--- src/rtl/core/ccwc_pkg.sv ---
// ccwc_pkg: shared constants and control/status types for the coin change way counter
// used by ccwc_ctrl, ccwc_dp and the top level; depends on nothing
package ccwc_pkg;

    localparam int unsigned MAX_AMOUNT  = 1023;
    localparam int unsigned TABLE_DEPTH = MAX_AMOUNT + 1;
    localparam int unsigned ADDR_W      = $clog2(TABLE_DEPTH);
    localparam int unsigned COUNT_W     = 32;
    localparam int unsigned ENTRY_W     = COUNT_W + 1;

    typedef logic [ADDR_W-1:0]  addr_t;
    typedef logic [COUNT_W-1:0] count_t;

    // commands from controller to datapath
    typedef struct packed {
        logic load_item;
        logic sweep;
        logic clear;
        logic load_out;
    } ccwc_cmd_t;

    // status from datapath to controller
    typedef struct packed {
        logic in_skip;
        logic in_last;
        logic r_at_max;
        logic last_item;
        logic out_free;
    } ccwc_sts_t;

endpackage

--- src/rtl/core/ccwc_ctrl.sv ---
// ccwc_ctrl: sequencing state machine (clear pass, coin sweep, result read)
// depends on ccwc_pkg
module ccwc_ctrl (
    input  logic               clk,
    input  logic               rst_n,
    input  logic               in_valid,
    output logic               in_stall,
    input  ccwc_pkg::ccwc_sts_t sts,
    output ccwc_pkg::ccwc_cmd_t cmd
);
    import ccwc_pkg::*;

    typedef enum logic [5:0] {
        ST_CLEAR  = 6'b000001,
        ST_IDLE   = 6'b000010,
        ST_SWEEP  = 6'b000100,
        ST_DRAIN  = 6'b001000,
        ST_READ   = 6'b010000,
        ST_RESULT = 6'b100000
    } state_t;

    state_t state_reg;
    state_t state_next;

    always_ff @(posedge clk or negedge rst_n)
    begin
        if (!rst_n)
        begin
            state_reg <= ST_CLEAR;
        end
        else
        begin
            state_reg <= state_next;
        end
    end

    always_comb
    begin
        state_next = state_reg;
        cmd        = '0;
        in_stall   = 1'b1;
        unique case (state_reg)
            ST_CLEAR:
            begin
                cmd.clear = 1'b1;
                if (sts.r_at_max)
                begin
                    state_next = ST_IDLE;
                end
            end
            ST_IDLE:
            begin
                in_stall = 1'b0;
                if (in_valid)
                begin
                    cmd.load_item = 1'b1;
                    if (!sts.in_skip)
                    begin
                        state_next = ST_SWEEP;
                    end
                    else if (sts.in_last)
                    begin
                        state_next = ST_READ;
                    end
                end
            end
            ST_SWEEP:
            begin
                cmd.sweep = 1'b1;
                if (sts.r_at_max)
                begin
                    state_next = ST_DRAIN;
                end
            end
            ST_DRAIN:
            begin
                state_next = sts.last_item ? ST_READ : ST_IDLE;
            end
            ST_READ:
            begin
                state_next = ST_RESULT;
            end
            ST_RESULT:
            begin
                if (sts.out_free)
                begin
                    cmd.load_out = 1'b1;
                    state_next   = ST_CLEAR;
                end
            end
            default:
            begin
                state_next = ST_CLEAR;
            end
        endcase
    end

endmodule

--- config.mk ---
export PLATFORM = sky130hd
export DESIGN_NAME = ccwc_ctrl
export DESIGN_NICKNAME = d
export VERILOG_FILES = /design/src/rtl/core/ccwc_pkg.sv /design/src/rtl/core/ccwc_ctrl.sv
export SDC_FILE = /design/constraint.sdc
export NUM_CORES = 1
export LEC_CHECK = 0
export BUFFER_PORTS_ARGS = -buffer_cell sky130_fd_sc_hd__buf_2
export CORE_AREA = 2 2 39 41
export DETAILED_ROUTE_END_ITERATION = 12
export DIE_AREA = 0 0 41 43
export GPL_ROUTABILITY_DRIVEN = 0
export PLACE_DENSITY_LB_ADDON = 0.2
export SLEW_MARGIN = 20
export SYNTH_ARGS = -nofsm -noshare
export SYNTH_HDL_FRONTEND = slang
export SYNTH_SLANG_ARGS = --single-unit
--- constraint.sdc ---
create_clock -name clk -period 1.67 [get_ports clk]
set_clock_uncertainty 0.1 [all_clocks]
set_input_delay 0.501 -clock clk [delete_from_list [all_inputs] [get_ports clk]]
set_output_delay 0.501 -clock clk [all_outputs]
set_load 0.05 [all_outputs]
Word-level counts from Yosys, hierarchy flattened
Cells that the tools add are included.
{"block": "word_totals", "regBits": 6, "in_bits": 8, "out_inout_bits": 5, "elab_cells": 28}
{"block": "classes", "n_eq_ne": 11, "n_mux": 15, "reduce_logical": 1}
{"op": "$mux 6", "n": 6}
{"op": "$pmux 6 s6", "n": 1}
{"op": "$ne 2x2->1 const B", "n": 4}
{"op": "$mux 1", "n": 7}
{"op": "$eq 6x1->1 const B", "n": 1}
{"op": "$eq 6x2->1 const B", "n": 1}
{"op": "$eq 6x3->1 const B", "n": 1}
{"op": "$eq 6x4->1 const B", "n": 1}
{"op": "$eq 6x5->1 const B", "n": 1}
{"op": "$eq 6x6->1 const B", "n": 1}
{"op": "$mux 5", "n": 1}
{"op": "$reduce_and 5->1", "n": 1}
{"op": "$ne 3x3->1 const B", "n": 1}

Depth between registers and ports, before layout
Gate-level depths: netlist of run 1.
{"block": "logic_depth", "word_depth": 4, "depth_mapped": 6, "ltp_nobuf": 5}

Worst setup path after synthesis of run 1
No wires, ideal clock.
{"block": "synth_timing", "path_kind": "register to output", "startpoint": "register state_reg[2]", "endpoint": "output cmd[0] (netlist bit)", "arrival_ns": 2.000, "required_ns": 1.069, "setup_slack_ns": -0.931, "stages_incl_launch_ff": 4, "path_buffers": 1, "cell_sequence": "dfrtp_1 buf_6 or3_4 nor3_1"}
{"item": "start, declared", "line_no": "ccwc_ctrl.sv:22", "text": "state_t state_reg;"}
{"item": "start signal, assigned", "line_no": "ccwc_ctrl.sv:33", "text": "state_reg <= state_next;"}
{"item": "end, declared", "line_no": "ccwc_ctrl.sv:9", "text": "output ccwc_pkg::ccwc_cmd_t cmd"}

==> results.py, run 1 <==
metrics = {
    "setup_path": {
        "crit_chain": "or3_4 -> nor3_4 -> and2_4 -> buf_8",
        "cp_top_family": "simple AND/OR/NAND/NOR gates",
        "r2r_end": "state_reg[0]",
        "worst_setup_path_start_kind": "flop",
        "cpPeakStageDelay_ns": 0.40,
        "reg2reg_depth": 5,
        "ff2ff_setup_slack_ns": -0.19,
        "timing.rr.start": "state_reg[3]",
        "path_class": "reg -> out",
        "critPathMaxFanout": 3,
        "slowest_stage": "dfrtp_1",
        "path_buf_inv": 1,
        "end_kind": "output port",
        "critPathArrivalTime_ns": 1.49,
        "required_ns": 1.07,
    },
    "clock_network": {
        "htreeDepth": 1,
        "cts_root_buf": "clkbuf_4",
        "clk_latency_ns": 0.24,
        "clock-sinks": 6,
        "clkTransAtPathRegs_ns": 0.04,
        "cts_buffers": 3,
        "clockBufferDepth": 2,
        "cts_tree": "yes",
    },
    "timing": {
        "final-hold-violation-count": 0,
        "maxSlewViolCount": 0,
        "setup-tns-final_ns": -2.46,
        "setup_viol": 10,
        "worst_slack_ns": -0.423,
        "rsz0062_at_grt": "true",
        "finalCritPeriodShare_pct": 125,
        "hold_ws_ns": 0.407,
        "max_freq_ghz": 0.478,
        "tightest_slew_ns": 0.280,
        "maxSlewHeadroom_pct": 81.2,
        "fin_crit_ns": 2.09,
    },
    "die": {
        "io_pins": 13,
        "initial_core_util_pct": 33.4,
        "die_h_um": 43,
        "rows": 14,
        "die_width_um": 41,
        "dieArea_um2": 1760,
        "coreArea_um2": 1380,
    },
    "grt": {
        "grt_max_degree": 8,
        "antenna_found_initial": 0,
        "grt_pass1_vias": 503,
        "grt-ovfl-total": 0,
        "grt_pass1_wl_um": 2040,
        "grt_usage_pct": 17.6,
    },
    "layout": {
        "area_growth_syn_to_layout_pct": 99.2,
        "final_layout_size_suffix_gt1_share_pct": 70.8,
        "design_area_um2": 920,
        "largest_reg_flops": 6,
        "antenna_cells": 0,
        "nFillCells": 112,
        "nNetsFinal": 98,
    },
    "detailed_routing": {
        "firstDrtPassIters": 2,
        "viasPerCell": 4.79,
        "drc": 0,
        "vias": 503,
        "drt-total-wl_um": 1270,
        "post_drt_wl_per_cell_um": 12.1,
        "drt_iter0_markers": 4,
        "antenna_left": 0,
    },
    "placement": {
        "hpwlAfterDp_um": 956,
        "postPlaceCellArea_um2": 686,
        "portBuffers": 12,
        "preCtsSetupSlack_ns": -0.219,
    },
    "logic_synthesis": {
        "netlist_instances": 46,
        "synthTopCellsByArea": "dfrtp_1, a2111oi_4, dfstp_2, or3_4, nor2_1",
        "ys_seq_area_share_pct": 32.8,
        "ys_ff_latch": 6,
        "syn_avg_cell_area_um2": 10.0,
        "ys.warnings.count": 0,
        "ys.flop_type": "dfrtp_1",
        "synth_edf_count": 0,
        "syn_area_um2": 462,
        "async_flop_share_pct": 100,
        "post-synth-top-area-cell": "dfrtp_1",
        "syn-num-nets": 54,
        "yosys.area.top_type_share_pct": 27.1,
        "synth_cell_types": 30,
    },
    "power": {
        "p_per_area_nw_per_um2": 1690,
        "fin_total_pwr_mw": 1.56,
        "ir_worst_vdd_uv": 1090,
        "leakage_nw": 0.424,
    },
    "outcome": {
        "violations": "setup timing",
        "status": "finished with violations",
    },
    "hold_path": {
        "hp-start": "sts[2]",
        "min_path_cells": 2,
        "hold_class": "in -> reg",
        "hold_end": "state_reg[2]",
    },
    "run": {
        "cap_violations": 0,
    },
}
==> what timing repair did <==
action,4_1_cts,5_1_grt
gates resized for setup,19,12
setup buffers,6,4
pin swaps,5,5
hold endpoints to repair,5,0
endpoints found under the setup margin,10,10
hold buffers,1,0
==> cell usage after synthesis, types with 2 or more instances <==
| library cell | count |
|---|---|
| o21ai_0 | 2 |
| xor2_1 | 2 |
| or3_4 | 2 |
| dfrtp_1 | 5 |
| nand2b_1 | 2 |
| nor2_1 | 5 |
| inv_1 | 3 |
| nor4_1 | 2 |
| nor3_1 | 2 |
==> metal layers <==
layer | track usage, % | vias to the layer above | part of all wire, %
li1 | - | 254 | -
met4 | 8.00 | 0 | 0
met5 | 0 | - | 0
met2 | 30.3 | 9 | 58
met3 | 1.57 | 0 | 2.2
met1 | 20.3 | 240 | 39
==> worst max-delay path by stage <==
| stage | startpoint | endpoint | slack [ns] | depth (start not counted) |
|---|---|---|---|---|
| final | state_reg[3] | cmd[3] | -0.42 | 4 |
| after global routing | state_reg[3] | cmd[3] | -0.50 | 4 |
| after CTS | state_reg[4] | cmd[3] | -0.41 | 4 |
| after detailed placement | state_reg[4] | cmd[3] | -0.22 | 4 |
| after global placement | state_reg[3] | cmd[3] | -0.22 | 4 |
| after floorplan | state_reg[4] | cmd[0] | -0.22 | 2 |
==> kinds of logic after synthesis <==
family          count (synthesis)  share of synthesized area, %
buf+inv                         6                          6.77
mux                             2                          5.42
simple gates                   22                          34.1
compound gates                  8                          17.1
xor+xnor                        2                          3.79
flops                           6                          32.8
==> cell usage in the layout (no fill, tap or decap), types with 2 or more instances in the layout <==
cell type  instances
buf_2              7
buf_4             22
buf_6              7
buf_8              4
clkbuf_4           3
dfrtp_1            5
nor2_1             2
nor2_4             2
nor3_4             2
o21ai_0            2
or3_4              2
xor2_1             2
==> power by group <==
group	leakage [nW]	total, mW	internal [mW]	switching (mW)
Clock	0.0150	0.140	0.0903	0.0497
Combinational	0.331	1.18	0.639	0.542
Sequential	0.0785	0.237	0.197	0.0399
Total	0.424	1.56	0.926	0.631
==> metrics by stage <==
| stage | cells | util [%] |
|---|---|---|
| finish | 105 | 66.5 |
| floorplan | 46 | - |
| detailed placement | 91 | 49.5 |
| global route | 105 | 66.5 |
| CTS | 102 | 60.6 |
| global placement | 91 | 49.5 |
==> area by class of cell <==
type,instances,area [um2],share of cell area [%]
flip-flops and latches,6,151,16.5
clock buffers,4,26.3,2.86
well taps,16,20.0,2.18
multi-input cells,34,352,38.2
inverters,4,21.3,2.31
repair buffers,41,349,38.0
Power figures use the tool's default switching activity.
==> inputs of run 2 (changes only) <==
--- a/config.mk
+++ b/config.mk
@@ -10,7 +10,7 @@
 export DETAILED_ROUTE_END_ITERATION = 12
 export DIE_AREA = 0 0 41 43
 export GPL_ROUTABILITY_DRIVEN = 0
-export PLACE_DENSITY_LB_ADDON = 0.2
+export PLACE_DENSITY = 0.59
 export SLEW_MARGIN = 20
 export SYNTH_ARGS = -nofsm -noshare
 export SYNTH_HDL_FRONTEND = slang
==> results.py, run 2 (synthesized netlist as in run 1, its figures left out) <==
metrics = {
    "outcome": {
        "status": "finished with violations",
        "violations": "setup timing",
    },
    "detailed_routing": {
        "drc": 0,
        "vias": 508,
        "firstDrtPassIters": 2,
        "drt_iter0_markers": 5,
        "post_drt_wl_per_cell_um": 13.4,
        "drt-total-wl_um": 1380,
        "antenna_left": 0,
        "viasPerCell": 4.93,
    },
    "timing": {
        "setup_viol": 10,
        "rsz0062_at_grt": "true",
        "max_freq_ghz": 0.467,
        "worst_slack_ns": -0.472,
        "tightest_slew_ns": 0.329,
        "maxSlewViolCount": 0,
        "hold_ws_ns": 0.440,
        "finalCritPeriodShare_pct": 128,
        "final-hold-violation-count": 0,
        "fin_crit_ns": 2.14,
        "maxSlewHeadroom_pct": 77.8,
    },
    "die": {
        "rows": 14,
        "dieArea_um2": 1760,
        "io_pins": 13,
        "die_width_um": 41,
        "coreArea_um2": 1380,
        "die_h_um": 43,
        "initial_core_util_pct": 33.4,
    },
    "clock_network": {
        "htreeDepth": 1,
        "clockBufferDepth": 2,
        "cts_root_buf": "clkbuf_4",
        "clock-sinks": 6,
        "clk_latency_ns": 0.24,
        "cts_tree": "yes",
        "cts_buffers": 3,
        "clkTransAtPathRegs_ns": 0.04,
    },
    "placement": {
        "portBuffers": 12,
        "preCtsSetupSlack_ns": -0.290,
        "hpwlAfterDp_um": 1000,
        "place_inst": 91,
    },
    "setup_path": {
        "worst_setup_path_start_kind": "flop",
        "path_buf_inv": 3,
        "critPathMaxFanout": 5,
        "path_class": "reg -> out",
        "required_ns": 1.07,
        "slowest_stage": "dfrtp_2",
        "end_kind": "output port",
        "cp_top_family": "simple AND/OR/NAND/NOR gates",
        "crit_chain": "or3_4 -> nor3_4 -> buf_4 -> inv_2 -> buf_6",
        "critPathArrivalTime_ns": 1.54,
        "cpPeakStageDelay_ns": 0.44,
        "ff2ff_setup_slack_ns": -0.26,
    },
    "power": {
        "ir_worst_vdd_uv": 855,
        "p_per_area_nw_per_um2": 1770,
        "fin_total_pwr_mw": 1.61,
        "leakage_nw": 0.422,
    },
    "grt": {
        "grt-ovfl-total": 0,
        "grt_max_degree": 8,
        "grt_pass1_vias": 515,
        "grt_pass1_wl_um": 2080,
        "antenna_found_initial": 0,
        "grt_usage_pct": 17.9,
    },
    "layout": {
        "largest_reg_flops": 6,
        "layout_commonest_cell": "buf_4",
        "area_growth_syn_to_layout_pct": 97.0,
        "layout.cells.non_filler": 103,
        "antenna_cells": 0,
        "mostFrequentLayoutCells": "buf_4, buf_6, buf_2",
        "nNetsFinal": 96,
        "final_layout_size_suffix_gt1_share_pct": 73.6,
        "utilization_pct": 65.7,
    },
    "run": {
        "cap_violations": 0,
    },
    "hold_path": {
        "hold_class": "in -> reg",
    },
}
## run 2: cell types whose count changed in the layout (fill, tap and decap cells not counted), sizes merged
cell,previous run,this run
buf,40,38
## run 2: repair_timing
action / CTS / global route
resized for setup: 25 / 7
setup buffers: 4 / 4
pin swaps: 4 / 4
endpoints found under the hold margin: 5 / 0
hold buffers: 1 / 0
gates cloned: 0 / 0
setup endpoints to repair: 10 / 10
## run 2: per-stage QoR
stage	cell area [um2]	TNS (ns)
final	910	-3.01
after detailed placement	686	-1.76
after global routing	910	-3.51
after global placement	686	-1.73
after floorplan	479	-0.717
after CTS	843	-2.43
## run 2: worst paths after layout
path / endpoint / startpoint / depth (start not counted)
hold / removal: state_reg[2] / sts[2] / 3
min in group asynchronous: state_reg[3] / rst_n / 2
max in group asynchronous: state_reg[0] / rst_n / 2
setup / recovery: in_stall / state_reg[2] / 5
setup reg to reg: state_reg[0] / state_reg[2] / 5
hold reg to reg: state_reg[5] / state_reg[3] / 2
## run 2: tightest hold or removal path, cell delays in order
cell	delay [ns]
buf_2	0.09
buf_4	0.10
o32ai_2	0.05
## run 2: metal layers
layer / GRT usage (%) / wire [um] / vias up
li1: - / - / 252
met1: 18.7 / 538 / 245
met2: 31.9 / 795 / 9
met3: 1.57 / 41 / 2
met4: 10.0 / 8 / 0
met5: 0 / 0 / -
## run 2: cell type report
cell class,instances,area (um2)
tap,16,20.0
sequential,6,153
timing repair buffer,39,334
inverter,4,18.8
multi-input combinational,34,358
clock buffer,4,26.3
fill,108,474
## run 2: power breakdown
part | switching (mW) | total [mW] | internal [mW]
registers | 0.0499 | 0.248 | 0.198
clock network | 0.0500 | 0.140 | 0.0904
logic | 0.561 | 1.23 | 0.664
total | 0.661 | 1.61 | 0.953
